[src/hdl/double_ended_queue_macros.svh]
// ---------------------------------------------------------------------------
// double_ended_queue_macros.svh
// Assertion shorthands shared by the deque RTL.
// ---------------------------------------------------------------------------
`ifndef DOUBLE_ENDED_QUEUE_MACROS_SVH
`define DOUBLE_ENDED_QUEUE_MACROS_SVH

// Same-cycle implication, checked on every rising edge outside reset.
`define DEQ_ASSERT(label, ck, rs, ante, cons, msg) \
  label: assert property (@(posedge ck) disable iff (rs) (ante) |-> (cons)) \
    else $error(msg);

// Next-cycle implication, checked on every rising edge outside reset.
`define DEQ_ASSERT_NEXT(label, ck, rs, ante, cons, msg) \
  label: assert property (@(posedge ck) disable iff (rs) (ante) |=> (cons)) \
    else $error(msg);

`endif

[src/hdl/deq_pkg.sv]
// ---------------------------------------------------------------------------
// deq_pkg
// Shared types and codes for the double-ended queue.
// ---------------------------------------------------------------------------
package deq_pkg;

  localparam int ACTION_W = 3;
  localparam int VALUE_W  = 32;
  localparam int STATUS_W = 2;

  // Request action codes as they arrive on the port
  localparam logic [ACTION_W-1:0] ACT_PUSH_FRONT = 3'd0;
  localparam logic [ACTION_W-1:0] ACT_PUSH_BACK  = 3'd1;
  localparam logic [ACTION_W-1:0] ACT_POP_FRONT  = 3'd2;
  localparam logic [ACTION_W-1:0] ACT_POP_BACK   = 3'd3;
  localparam logic [ACTION_W-1:0] ACT_DISPLAY    = 3'd4;

  // Response status codes
  localparam logic [STATUS_W-1:0] ST_OK    = 2'd0;
  localparam logic [STATUS_W-1:0] ST_FULL  = 2'd1;
  localparam logic [STATUS_W-1:0] ST_EMPTY = 2'd2;

  // Command queue between decode and execute
  localparam int CMDQ_DEPTH = 2;
  localparam int CMDQ_AW    = 1;
  localparam int CMDQ_CW    = 2;

  // Decoded operation
  typedef enum logic [2:0] {
    OP_PUSH_FRONT,
    OP_PUSH_BACK,
    OP_POP_FRONT,
    OP_POP_BACK,
    OP_DISPLAY
  } op_t;

  typedef struct packed {
    op_t                       op;
    logic signed [VALUE_W-1:0] value;
  } cmd_t;

  // Execute-side status seen by the top level
  typedef struct packed {
    logic full;
    logic empty;
    logic streaming;
  } bk_stat_t;

endpackage

[src/hdl/deq_front.sv]
// ---------------------------------------------------------------------------
// deq_front
// Request decode stage: checks the action code, drops unused codes and
// registers one decoded command for the command queue.
// ---------------------------------------------------------------------------
module deq_front (
  input  logic                                clk,
  input  logic                                rst,
  input  logic                                req_valid,
  output logic                                req_ready,
  input  logic [deq_pkg::ACTION_W-1:0]        action,
  input  logic signed [deq_pkg::VALUE_W-1:0]  value,
  output logic                                cmd_valid,
  input  logic                                cmd_ready,
  output deq_pkg::cmd_t                       cmd
);
  import deq_pkg::*;

  logic known;
  op_t  op_dec;

  // Action decode; unused codes carry no command
  always_comb begin
    known  = 1'b1;
    op_dec = OP_DISPLAY;
    case (action)
      ACT_PUSH_FRONT: op_dec = OP_PUSH_FRONT;
      ACT_PUSH_BACK:  op_dec = OP_PUSH_BACK;
      ACT_POP_FRONT:  op_dec = OP_POP_FRONT;
      ACT_POP_BACK:   op_dec = OP_POP_BACK;
      ACT_DISPLAY:    op_dec = OP_DISPLAY;
      default:        known  = 1'b0;
    endcase
  end

  assign req_ready = !cmd_valid || cmd_ready;

  // Output register valid
  always_ff @(posedge clk) begin
    if (rst) begin
      cmd_valid <= 1'b0;
    end else if (req_valid && req_ready && known) begin
      cmd_valid <= 1'b1;
    end else if (cmd_ready) begin
      cmd_valid <= 1'b0;
    end
  end

  // Output register payload
  always_ff @(posedge clk) begin
    if (req_valid && req_ready && known) begin
      cmd.op    <= op_dec;
      cmd.value <= value;
    end
  end

endmodule

[src/hdl/deq_cmdq.sv]
// ---------------------------------------------------------------------------
// deq_cmdq
// Two-entry command FIFO decoupling decode from execute.
// ---------------------------------------------------------------------------
module deq_cmdq (
  input  logic          clk,
  input  logic          rst,
  input  logic          s_valid,
  output logic          s_ready,
  input  deq_pkg::cmd_t s_cmd,
  output logic          m_valid,
  input  logic          m_ready,
  output deq_pkg::cmd_t m_cmd
);
  import deq_pkg::*;

  cmd_t               slots [CMDQ_DEPTH];
  logic [CMDQ_AW-1:0] wr_ptr;
  logic [CMDQ_AW-1:0] rd_ptr;
  logic [CMDQ_CW-1:0] fill;
  logic               push;
  logic               pop;

  assign s_ready = fill != CMDQ_CW'(CMDQ_DEPTH);
  assign m_valid = fill != '0;
  assign m_cmd   = slots[rd_ptr];
  assign push    = s_valid && s_ready;
  assign pop     = m_valid && m_ready;

  // Pointers and fill level
  always_ff @(posedge clk) begin
    if (rst) begin
      wr_ptr <= '0;
      rd_ptr <= '0;
      fill   <= '0;
    end else begin
      if (push) wr_ptr <= wr_ptr + CMDQ_AW'(1);
      if (pop)  rd_ptr <= rd_ptr + CMDQ_AW'(1);
      if (push && !pop) begin
        fill <= fill + CMDQ_CW'(1);
      end else if (pop && !push) begin
        fill <= fill - CMDQ_CW'(1);
      end
    end
  end

  // Storage
  always_ff @(posedge clk) begin
    if (push) slots[wr_ptr] <= s_cmd;
  end

endmodule

[src/hdl/deq_back.sv]
// ---------------------------------------------------------------------------
// deq_back
// Execute stage: owns the entry memory, front index and count, runs one
// command at a time and drives the response register. Display streams the
// stored entries through a registered memory read.
// ---------------------------------------------------------------------------
module deq_back #(
  parameter int DEPTH = 32
) (
  input  logic                                clk,
  input  logic                                rst,
  input  logic                                cmd_valid,
  output logic                                cmd_ready,
  input  deq_pkg::cmd_t                       cmd,
  output logic                                rsp_valid,
  input  logic                                rsp_ready,
  output logic signed [deq_pkg::VALUE_W-1:0]  value_res,
  output logic [deq_pkg::STATUS_W-1:0]        status,
  output logic                                last,
  output deq_pkg::bk_stat_t                   stat
);
  import deq_pkg::*;

  localparam int IW = (DEPTH > 1) ? $clog2(DEPTH) : 1;
  localparam int CW = $clog2(DEPTH + 1);
  localparam int SW = IW + 1;

  localparam logic S_IDLE = 1'b0;
  localparam logic S_DISP = 1'b1;

  logic signed [VALUE_W-1:0] mem [DEPTH];

  logic                      state;
  logic [IW-1:0]             front_index;
  logic [CW-1:0]             entry_count;
  logic [IW-1:0]             rd_addr;
  logic [CW-1:0]             left;
  logic                      rd_valid;
  logic                      rd_last;
  logic signed [VALUE_W-1:0] rd_data;

  logic                      full;
  logic                      empty;
  logic                      out_free;
  logic                      move;
  logic                      issue;
  logic                      take;
  logic [SW-1:0]             tail_sum;
  logic [IW-1:0]             tail_addr;
  logic [IW-1:0]             front_dec;
  logic [IW-1:0]             front_inc;
  logic [IW-1:0]             rd_addr_inc;

  logic [IW-1:0]             front_index_next;
  logic [CW-1:0]             entry_count_next;
  logic                      we;
  logic [IW-1:0]             waddr;
  logic                      ld_single;
  logic [STATUS_W-1:0]       ld_status;
  logic                      start_disp;

  assign full  = entry_count == CW'(DEPTH);
  assign empty = entry_count == '0;

  // Handshake between the read stage and the response register
  assign out_free  = !rsp_valid || rsp_ready;
  assign move      = rd_valid && out_free;
  assign issue     = (state == S_DISP) && (!rd_valid || move);
  assign cmd_ready = (state == S_IDLE) && !rd_valid && out_free;
  assign take      = cmd_valid && cmd_ready;

  // Circular index arithmetic
  assign tail_sum    = SW'(front_index) + SW'(entry_count);
  assign tail_addr   = (tail_sum >= SW'(DEPTH)) ? IW'(tail_sum - SW'(DEPTH)) : IW'(tail_sum);
  assign front_dec   = (front_index == '0) ? IW'(DEPTH - 1) : front_index - IW'(1);
  assign front_inc   = (front_index == IW'(DEPTH - 1)) ? '0 : front_index + IW'(1);
  assign rd_addr_inc = (rd_addr == IW'(DEPTH - 1)) ? '0 : rd_addr + IW'(1);

  // Command execute
  always_comb begin
    front_index_next = front_index;
    entry_count_next = entry_count;
    we               = 1'b0;
    waddr            = tail_addr;
    ld_single        = 1'b0;
    ld_status        = ST_OK;
    start_disp       = 1'b0;
    if (take) begin
      ld_single = 1'b1;
      case (cmd.op)
        OP_PUSH_FRONT: begin
          if (full) begin
            ld_status = ST_FULL;
          end else begin
            front_index_next = front_dec;
            entry_count_next = entry_count + CW'(1);
            we               = 1'b1;
            waddr            = front_dec;
          end
        end
        OP_PUSH_BACK: begin
          if (full) begin
            ld_status = ST_FULL;
          end else begin
            entry_count_next = entry_count + CW'(1);
            we               = 1'b1;
          end
        end
        OP_POP_FRONT: begin
          if (empty) begin
            ld_status = ST_EMPTY;
          end else begin
            front_index_next = front_inc;
            entry_count_next = entry_count - CW'(1);
          end
        end
        OP_POP_BACK: begin
          if (empty) begin
            ld_status = ST_EMPTY;
          end else begin
            entry_count_next = entry_count - CW'(1);
          end
        end
        OP_DISPLAY: begin
          if (empty) begin
            ld_status = ST_EMPTY;
          end else begin
            ld_single  = 1'b0;
            start_disp = 1'b1;
          end
        end
        default: ld_single = 1'b0;
      endcase
    end
  end

  // Entry memory: one write port, one registered read port
  always_ff @(posedge clk) begin
    if (we)    mem[waddr] <= cmd.value;
    if (issue) rd_data    <= mem[rd_addr];
  end

  // Control state
  always_ff @(posedge clk) begin
    if (rst) begin
      state       <= S_IDLE;
      front_index <= '0;
      entry_count <= '0;
      rd_valid    <= 1'b0;
      rsp_valid   <= 1'b0;
    end else begin
      front_index <= front_index_next;
      entry_count <= entry_count_next;
      if (start_disp) begin
        state <= S_DISP;
      end else if (issue && left == CW'(1)) begin
        state <= S_IDLE;
      end
      if (issue) begin
        rd_valid <= 1'b1;
      end else if (move) begin
        rd_valid <= 1'b0;
      end
      if (move || ld_single) begin
        rsp_valid <= 1'b1;
      end else if (rsp_ready) begin
        rsp_valid <= 1'b0;
      end
    end
  end

  // Display walk and response payload
  always_ff @(posedge clk) begin
    if (start_disp) begin
      rd_addr <= front_index;
      left    <= entry_count;
    end else if (issue) begin
      rd_addr <= rd_addr_inc;
      left    <= left - CW'(1);
    end
    if (issue) rd_last <= left == CW'(1);
    if (move) begin
      value_res <= rd_data;
      status    <= ST_OK;
      last      <= rd_last;
    end else if (ld_single) begin
      value_res <= '0;
      status    <= ld_status;
      last      <= 1'b1;
    end
  end

  assign stat.full      = full;
  assign stat.empty     = empty;
  assign stat.streaming = (state == S_DISP) || rd_valid;

endmodule

[src/hdl/double_ended_queue.sv]
// ---------------------------------------------------------------------------
// double_ended_queue
// Bounded deque of signed 32-bit values held in a circular buffer.
// ---------------------------------------------------------------------------
// Each request beat carries an action: push front, push back, pop front,
// pop back or display. Pushes and pops give one response beat each (status
// ok, full or empty, value_res zero, last set). Display gives one beat per
// stored entry from front to back with last on the final one, or a single
// empty beat when nothing is stored. Action codes 5 to 7 are accepted and
// give no response. A request passes a decode register and a two-entry
// command queue before the execute stage loads its first response beat
// into the output register. The execute stage takes one command per cycle
// for push and pop while the output register is free; a display holds it
// while it starts the walk, reads each stored entry through the single
// registered read port of the entry memory, and moves the last entry into
// the output register. Responses wait in an output register without
// blocking the request side until the command queue fills.
module double_ended_queue #(
  parameter int DEPTH = 32
) (
  input  logic                                clk,
  input  logic                                rst,
  input  logic                                req_valid,
  output logic                                req_ready,
  input  logic [deq_pkg::ACTION_W-1:0]        action,
  input  logic signed [deq_pkg::VALUE_W-1:0]  value,
  output logic                                rsp_valid,
  input  logic                                rsp_ready,
  output logic signed [deq_pkg::VALUE_W-1:0]  value_res,
  output logic [deq_pkg::STATUS_W-1:0]        status,
  output logic                                last
);
  import deq_pkg::*;

`include "double_ended_queue_macros.svh"

  logic      f_valid;
  logic      f_ready;
  cmd_t      f_cmd;
  logic      q_valid;
  logic      q_ready;
  cmd_t      q_cmd;
  bk_stat_t  stat;

  // Decode
  deq_front u_front (
    .clk       (clk),
    .rst       (rst),
    .req_valid (req_valid),
    .req_ready (req_ready),
    .action    (action),
    .value     (value),
    .cmd_valid (f_valid),
    .cmd_ready (f_ready),
    .cmd       (f_cmd)
  );

  // Command queue
  deq_cmdq u_cmdq (
    .clk     (clk),
    .rst     (rst),
    .s_valid (f_valid),
    .s_ready (f_ready),
    .s_cmd   (f_cmd),
    .m_valid (q_valid),
    .m_ready (q_ready),
    .m_cmd   (q_cmd)
  );

  // Execute
  deq_back #(
    .DEPTH (DEPTH)
  ) u_back (
    .clk       (clk),
    .rst       (rst),
    .cmd_valid (q_valid),
    .cmd_ready (q_ready),
    .cmd       (q_cmd),
    .rsp_valid (rsp_valid),
    .rsp_ready (rsp_ready),
    .value_res (value_res),
    .status    (status),
    .last      (last),
    .stat      (stat)
  );

  // Checks
  `DEQ_ASSERT(a_full_status, clk, rst, rsp_valid && status == ST_FULL, stat.full, "full status while not full")
  `DEQ_ASSERT(a_empty_status, clk, rst, rsp_valid && status == ST_EMPTY, stat.empty, "empty status while not empty")
  `DEQ_ASSERT(a_run_open, clk, rst, rsp_valid && !last, stat.streaming, "non-final beat outside display")
  `DEQ_ASSERT_NEXT(a_run_cont, clk, rst, rsp_valid && rsp_ready && !last, rsp_valid, "display run broken")

endmodule
[config.mk]
export PLATFORM = sky130hd
export DESIGN_NAME = double_ended_queue
export DESIGN_NICKNAME = d
export VERILOG_FILES = /design/src/hdl/deq_pkg.sv /design/src/hdl/deq_front.sv /design/src/hdl/deq_cmdq.sv /design/src/hdl/deq_back.sv /design/src/hdl/double_ended_queue.sv
export VERILOG_INCLUDE_DIRS = /design/src /design/src/hdl
export SDC_FILE = /design/constraint.sdc
export NUM_CORES = 1
export LEC_CHECK = 0
export BUFFER_PORTS_ARGS = -buffer_cell sky130_fd_sc_hd__buf_2
export CORE_MARGIN = 3
export CORE_UTILIZATION = 56
export CTS_BUF_LIST = sky130_fd_sc_hd__clkbuf_8
export DETAILED_ROUTE_END_ITERATION = 12
export HOLD_SLACK_MARGIN = 0.12
export PLACE_DENSITY = 0.8
export SYNTH_ARGS = -nofsm -noshare
export SYNTH_HDL_FRONTEND = slang
export SYNTH_SLANG_ARGS = --single-unit
export TNS_END_PERCENT = 20
[constraint.sdc]
create_clock -name clk -period 12.2 [get_ports clk]
set_input_delay 2.44 -clock clk [delete_from_list [all_inputs] [get_ports clk]]
set_output_delay 2.44 -clock clk [all_outputs]
set_load 0.005 [all_outputs]
==> run metrics, run 1 <==
status=finished, final reports clean; Via density=6.45; GRT overflow=0; post-synthesis compound-gate area fraction=2.13%; worst setup margin=6.73 ns; Nets=2387; Post-CTS Resized=0; number of fill cells=5235; Fin. Hold Viols=0; min-delay src=u_front.cmd[11]; kind of critical path=in2reg; final setup fails=0; core area=0.0828 mm2; Synthesized Nets=2183; Starting Density=57.1%; Die X-Extent=slightly below 300 um; Mean Syn Cell Area=22.2 um2; layout cell share with drive strength beyond 1=31.3%; Least-Margin Pin Slew=1.31 ns; Post-synth top flop=edfxtp_1; fmax=between 150 and 200 MHz; mux cell area share after synthesis=16.4%; largest cells by area after synthesis=edfxtp_1 77%, mux4_2 12%, mux2_2 2.6%; CP peak stage delay=1.16 ns; pwr/cell area=181 mW/mm2; H-tree Lvls=4; wire per inst=30.7 um; largest family of logic cells by synthesized area=multiplexers; Post-Synth Simple-Gate Area=1.89%; Top Ports=76; period utilisation layout=44.8%; P&R area growth vs syn=11.3%; total track usage=between 20% and 30%; gp weighted congestion=0.892; relative slew slack=12.1%; CP Data Required Time=12.68 ns; Critical-path top delay cell=nor3_2; maximum vdd drop=113 uV; Synth Area in Adders=0.509%; number of global-route vias before repair=23.4k; drt pass-1 iters=6; number of remaining DRC errors=0; RSZ-0062 raised after global routing=false; crit end category=flip-flop; startpoint types=input port; first-pass GRT wire length=159000 um; Root Buffer=clkbuf_8; Worst Path Arrival=approximately 6.0 ns; Port-buffer cells=75; final core utilization=63.5%; Worst Skew=between 0.05 and 0.06 ns; sequential-to-total area share from yosys stat=between 70 and 80%; hold-fix buffer count after cts=0; DRT Wirelength=109000 um; clk_lat worst skew=about 0.86 ns; Mapped Cells=2126; pre-CTS setup slack=about 6.0 ns; CTS max path bufs=3; static leakage=17.2 nW; RR Startpoint=u_back.rd_addr[1]; xor and xnor area share after synthesis=less than 1%; TritonCTS clock tree=yes; Clock transition at path regs=roughly 0.060 ns; CP Max Fanout=39; Post-DP Area=0.0491 mm2; Final Cell Area=0.0526 mm2; Slew Limit Fails=0; Synth top area share=76.7%; ANT nets after route=0; Unique masters post-synth=60; CP Launch Point=rsp_ready; initial antenna violation count=6; Die ar.=0.0879 mm2; largest net degree at the start of global routing=131; synth warn=0; DP HPWL=approximately 65000 um; Die Span Y=296 um; fin crit period=5.47 ns; TNS Setup=0 ns; CTS sink count=approximately 1.2k; Initial DRC Count=3101; synthesized area=0.0472 mm2; max-cap viol count=0; post-CTS setup buffers=0; Placement Rows=105; number of synthesized flops with an enable pin=~1.2k; most used cell, CP=buf_4; Yosys reg bits=1228; crit path cell chain=buf_2 -> nand2b_1 -> buf_4 -> o2111ai_1 -> or2_2 -> mux2i_1 -> nor3_2 -> buf_4; vias=around 23k; TritonCTS Buffers=184; asr flop ratio synth=0%; Min-Delay Path Class=reg2reg; post-synth top area cell=edfxtp_1
-- power by group --
part           leakage (nW)  switching [mW]  internal, mW
Clock                  2.01            1.56          1.57
Sequential             11.1          0.0639          5.06
Combinational          4.14           0.914         0.350
Total                  17.2            2.54          6.99
-- layer usage --
layer	vias up	GRT usage, %	share of wire (%)
li1	9415	-	-
met4	4	11.3	4.2
met5	-	0	0.021
met2	1341	42.6	51
met1	12000	33.4	36
met3	208	4.86	8.9
-- worst paths after layout --
kind                              end  slack (ns)  cells past startpoint
hold / removal    u_cmdq.slots[1][11]        0.42                      0
setup reg to reg    u_back.rd_data[6]        7.72                      7
hold reg to reg   u_cmdq.slots[1][11]        0.42                      0
setup / recovery    u_back.mem[26][6]        6.73                      8
-- kinds of logic after synthesis --
group / Yosys count
AND/OR/NAND/NOR: 167
AO/OA/AOI/OAI: 130
multiplexers: 442
buffers and inverters: 121
XOR/XNOR: 20
flip-flops: 1228
adder cells (fa/ha/maj): 18
-- cell usage in the layout, fill, tap and decap left out, types with 12 or more instances in the layout --
master and count:
nor2_1 23, nand2b_1 12, clkinv_2 21, dfxtp_1 21, clkinv_1 46, inv_1 75
ha_1 16, and3_1 35, mux4_2 256, mux2_2 107, buf_2 75, edfxtp_1 1206
a221o_1 32, o22ai_1 33, buf_4 49, nand2_1 21, mux2i_1 79, a21oi_1 13
clkbuf_8 194, nor3_2 32
-- worst max-delay path: cells and delay by family --
family / cells / cell delay (ns)
and+or+nand+nor: 3 / 1.71
buffers and inverters: 3 / 1.03
muxes: 1 / 0.43
AOI/OAI and AO/OA: 1 / 0.32
-- through the flow --
step	power (mW)	hold WS, ns	std cells
after floorplan	5.90	0.421	2126
after global placement	6.42	0.423	3213
after detailed placement	6.48	0.431	3213
after CTS	9.58	0.429	3554
after global routing	9.84	0.430	3557
final	9.52	0.419	3558
-- registers in the layout, indices dropped and copies added, names as in the netlist, 2 cells and up, named ones only --
signal / cells
u_back.entry_count: 6
u_back.rd_data: 32
u_back.value_res: 32
u_front.cmd: 35
u_cmdq.fill: 2
u_back.left: 6
u_cmdq.slots: 70
u_back.rd_addr: 5
u_back.mem: 1024
u_back.front_index: 5
u_back.status: 2
-- area by class of cell --
cell class / count / area, um2 / share of cell area, %
diodes: 3 / 7.51 / 0.0143
multi-input cells: 777 / 10300 / 19.5
inverters: 12 / 45.0 / 0.0857
flip-flops and latches: 1228 / 36700 / 69.7
well taps: 1070 / 1340 / 2.55
clock inverters: 147 / 803 / 1.53
clock buffers: 194 / 2670 / 5.08
repair buffers: 127 / 795 / 1.51
-- Yosys cell counts (all sizes together) (2+ instances only) --
cell    instances
nand2          22
clkbuf         65
o211a           2
edfxtp       1206
nor2           25
a21o            4
o32ai           2
or2             6
mux4          256
xor2           10
nor3b           3
nor3           42
or3             2
o21ba           2
nand2b         12
xnor2          10
o32a            2
a21oi          14
o21ai          11
a221o          32
dfxtp          22
o22ai          33
and3           38
ha             16
nor2b           6
inv            12
mux2          107
fa              2
o21a            5
mux2i          79
o311a           2
a211oi         10
buf            44
nand3           3
o21bai          2
No activity file was read; power rests on OpenSTA's default activity.
==> run 2, diff against run 1 <==
--- a/config.mk
+++ b/config.mk
@@ -12,7 +12,7 @@
 export CTS_BUF_LIST = sky130_fd_sc_hd__clkbuf_8
 export DETAILED_ROUTE_END_ITERATION = 12
 export HOLD_SLACK_MARGIN = 0.12
-export PLACE_DENSITY = 0.8
+export PLACE_DENSITY = 0.83
 export SYNTH_ARGS = -nofsm -noshare
 export SYNTH_HDL_FRONTEND = slang
 export SYNTH_SLANG_ARGS = --single-unit
==> constraint.sdc (replaced) <==
create_clock -name clk -period 4.88 [get_ports clk]
set_input_delay 0.976 -clock clk [delete_from_list [all_inputs] [get_ports clk]]
set_output_delay 0.976 -clock clk [all_outputs]
set_load 0.005 [all_outputs]
==> run metrics, run 2 (synthesis gave the netlist of run 1 again) <==
CP Data Required Time=5.38 ns (-7.30 ns); ANT nets after route=0 (unchanged); status=finished, final reports clean; layout cell share with drive strength beyond 1=31.9% (+0.64 points); fin crit period=3.61 ns; number of global-route vias before repair=23.8k (+1.9%); H-tree Lvls=4 (unchanged); fmax=277 MHz; Post-DP Area=0.0494 mm2 (+0.53%); max-cap viol count=0 (unchanged); crit end category=flip-flop; maximum vdd drop=326 uV (+190%); Final Cell Area=0.0527 mm2 (+0.30%); min-delay src=value[4]; pwr/cell area=447 mW/mm2 (+150%); Reg area=0.0367 mm2 (unchanged); Min-Delay Path Class=in2reg; Die Span Y=296 um (unchanged); DP HPWL=63700 um (-2.4%); Root Buffer=clkbuf_8; pre-CTS setup slack=1.28 ns (-4.69 ns); final setup fails=0 (unchanged); Clock transition at path regs=0.06 ns (about the same); static leakage=17.3 nW (+0.42%); CP Launch Point=u_back.entry_count[0]; vias=23.0k (+0.044%); Die X-Extent=296 um (unchanged); gp weighted congestion=0.899 (+0.76%); startpoint types=flip-flop; Initial DRC Count=2614 (-16%); largest register by flop count=u_back.mem; commonest cells after routing, fill and taps aside=1206 x edfxtp_1, 256 x mux4_2, 186 x clkbuf_8; Worst Path Arrival=4.11 ns (-1.84 ns); RR Startpoint=u_back.entry_count[0]; Multi-input gate area=0.0103 mm2 (about the same); number of remaining DRC errors=0 (unchanged); wire per inst=29.2 um (-5.0%); Post-CTS Resized=0 (unchanged); total track usage=24.5% (-1.1 points); relative slew slack=18.2% (+6.1 points); post-CTS setup buffers=0 (unchanged); Via density=6.42 (-0.43%); TritonCTS clock tree=yes; first-pass GRT wire length=155000 um (-2.9%); clk_lat worst skew=0.86 ns (about the same); Least-Margin Pin Slew=1.23 ns (-0.0846 ns); Port-buffer cells=75 (unchanged); Placement Rows=105 (unchanged); core area=0.0828 mm2 (unchanged); Nets=2410 (+0.96%); RSZ-0062 raised after global routing=false; Fin. Hold Viols=0 (unchanged); drt pass-1 iters=5 (-1); CTS max path bufs=3 (unchanged); Cell Count Post-Placement=3237 (+0.75%); Largest register FFs=1024 (unchanged); Top Ports=76 (unchanged); Slew Limit Fails=0 (unchanged); hold-fix buffer count after cts=0 (unchanged); Die ar.=0.0879 mm2 (unchanged); largest net degree at the start of global routing=167 (+27%); kind of critical path=reg2reg; GRT overflow=0 (unchanged); P&R area growth vs syn=11.7%; DRT Wirelength=104000 um (-4.6%); worst setup margin=1.27 ns (-5.46 ns); period utilisation layout=between 70% and 80%; CP Max Fanout=19 (-51%); CTS sink count=1228 (unchanged); Worst Skew=0.0457 ns (-0.0105 ns); Pwr Total=23.5 mW (+150%); initial antenna violation count=4 (-2); final std cells w/o fill=3575 (+0.48%); TritonCTS Buffers=184 (unchanged); Starting Density=57.1% (unchanged); number of fill cells=5129 (-2.0%); most common cell after layout, fill and taps aside=edfxtp_1; Regs by FF count=u_back.mem x1024, u_cmdq.slots x70, u_front.cmd x35
[run 2: cell types whose count changed in the layout (fill, tap and decap cells not counted), sizes merged]
cell      previous run  this run
buf                127       150
clkinvlp             2         5
inv                 81        77
clkinv              72        77
diode                3         1
clkbuf             194       186
[run 2: where the power goes]
group / internal, mW / switching [mW] / total (mW)
registers: 12.7 / 0.147 / 12.8
logic: 0.902 / 2.15 / 3.05
clock network: 3.81 / 3.89 / 7.70
[run 2: area by class of cell]
class                   count  area share [%]
flip-flops and latches   1228            69.5
multi-input cells         777            19.5
clock buffers             186            4.85
well taps                1070            2.54
repair buffers            150            1.97
clock inverters           151            1.56
inverters                  12          0.0854
diodes                      1         0.00474
[run 2: metal layers]
metal	GRT usage, %	vias up	share of wire [%]
li1	-	9462	-
met1	31.6	11900	36
met2	40.6	1317	51
met3	5.08	268	8.6
met4	11.3	2	4.3
met5	0	-	0.012
[run 2: worst max-delay path, cell delays in order (launching register included)]
cell and delay, ns:
dfxtp_1 0.41, ha_1 0.27, fa_1 0.44, a211oi_1 0.40, o21bai_1 0.19, o211ai_1 0.17
a211oi_2 0.17, nor3_4 0.78, buf_4 0.43
[run 2: per-stage QoR]
stage | TNS (ns) | utilization, % | hold WS (ns)
final | 0 | 63.7 | 0.304
after global routing | 0 | 63.7 | 0.256
after CTS | 0 | 63.7 | 0.236
after detailed placement | 0 | 59.6 | 0.434
after global placement | 0 | 59.6 | 0.424
after floorplan | -0.169 | - | 0.421
[run 2: final timing paths]
check                            end  slack, ns  cells after the start
hold / removal        u_front.cmd[4]       0.30                      1
hold reg to reg   u_cmdq.slots[1][8]       0.44                      0
setup reg to reg   u_back.mem[6][20]       1.27                      8
setup / recovery   u_back.mem[6][20]       1.27                      8
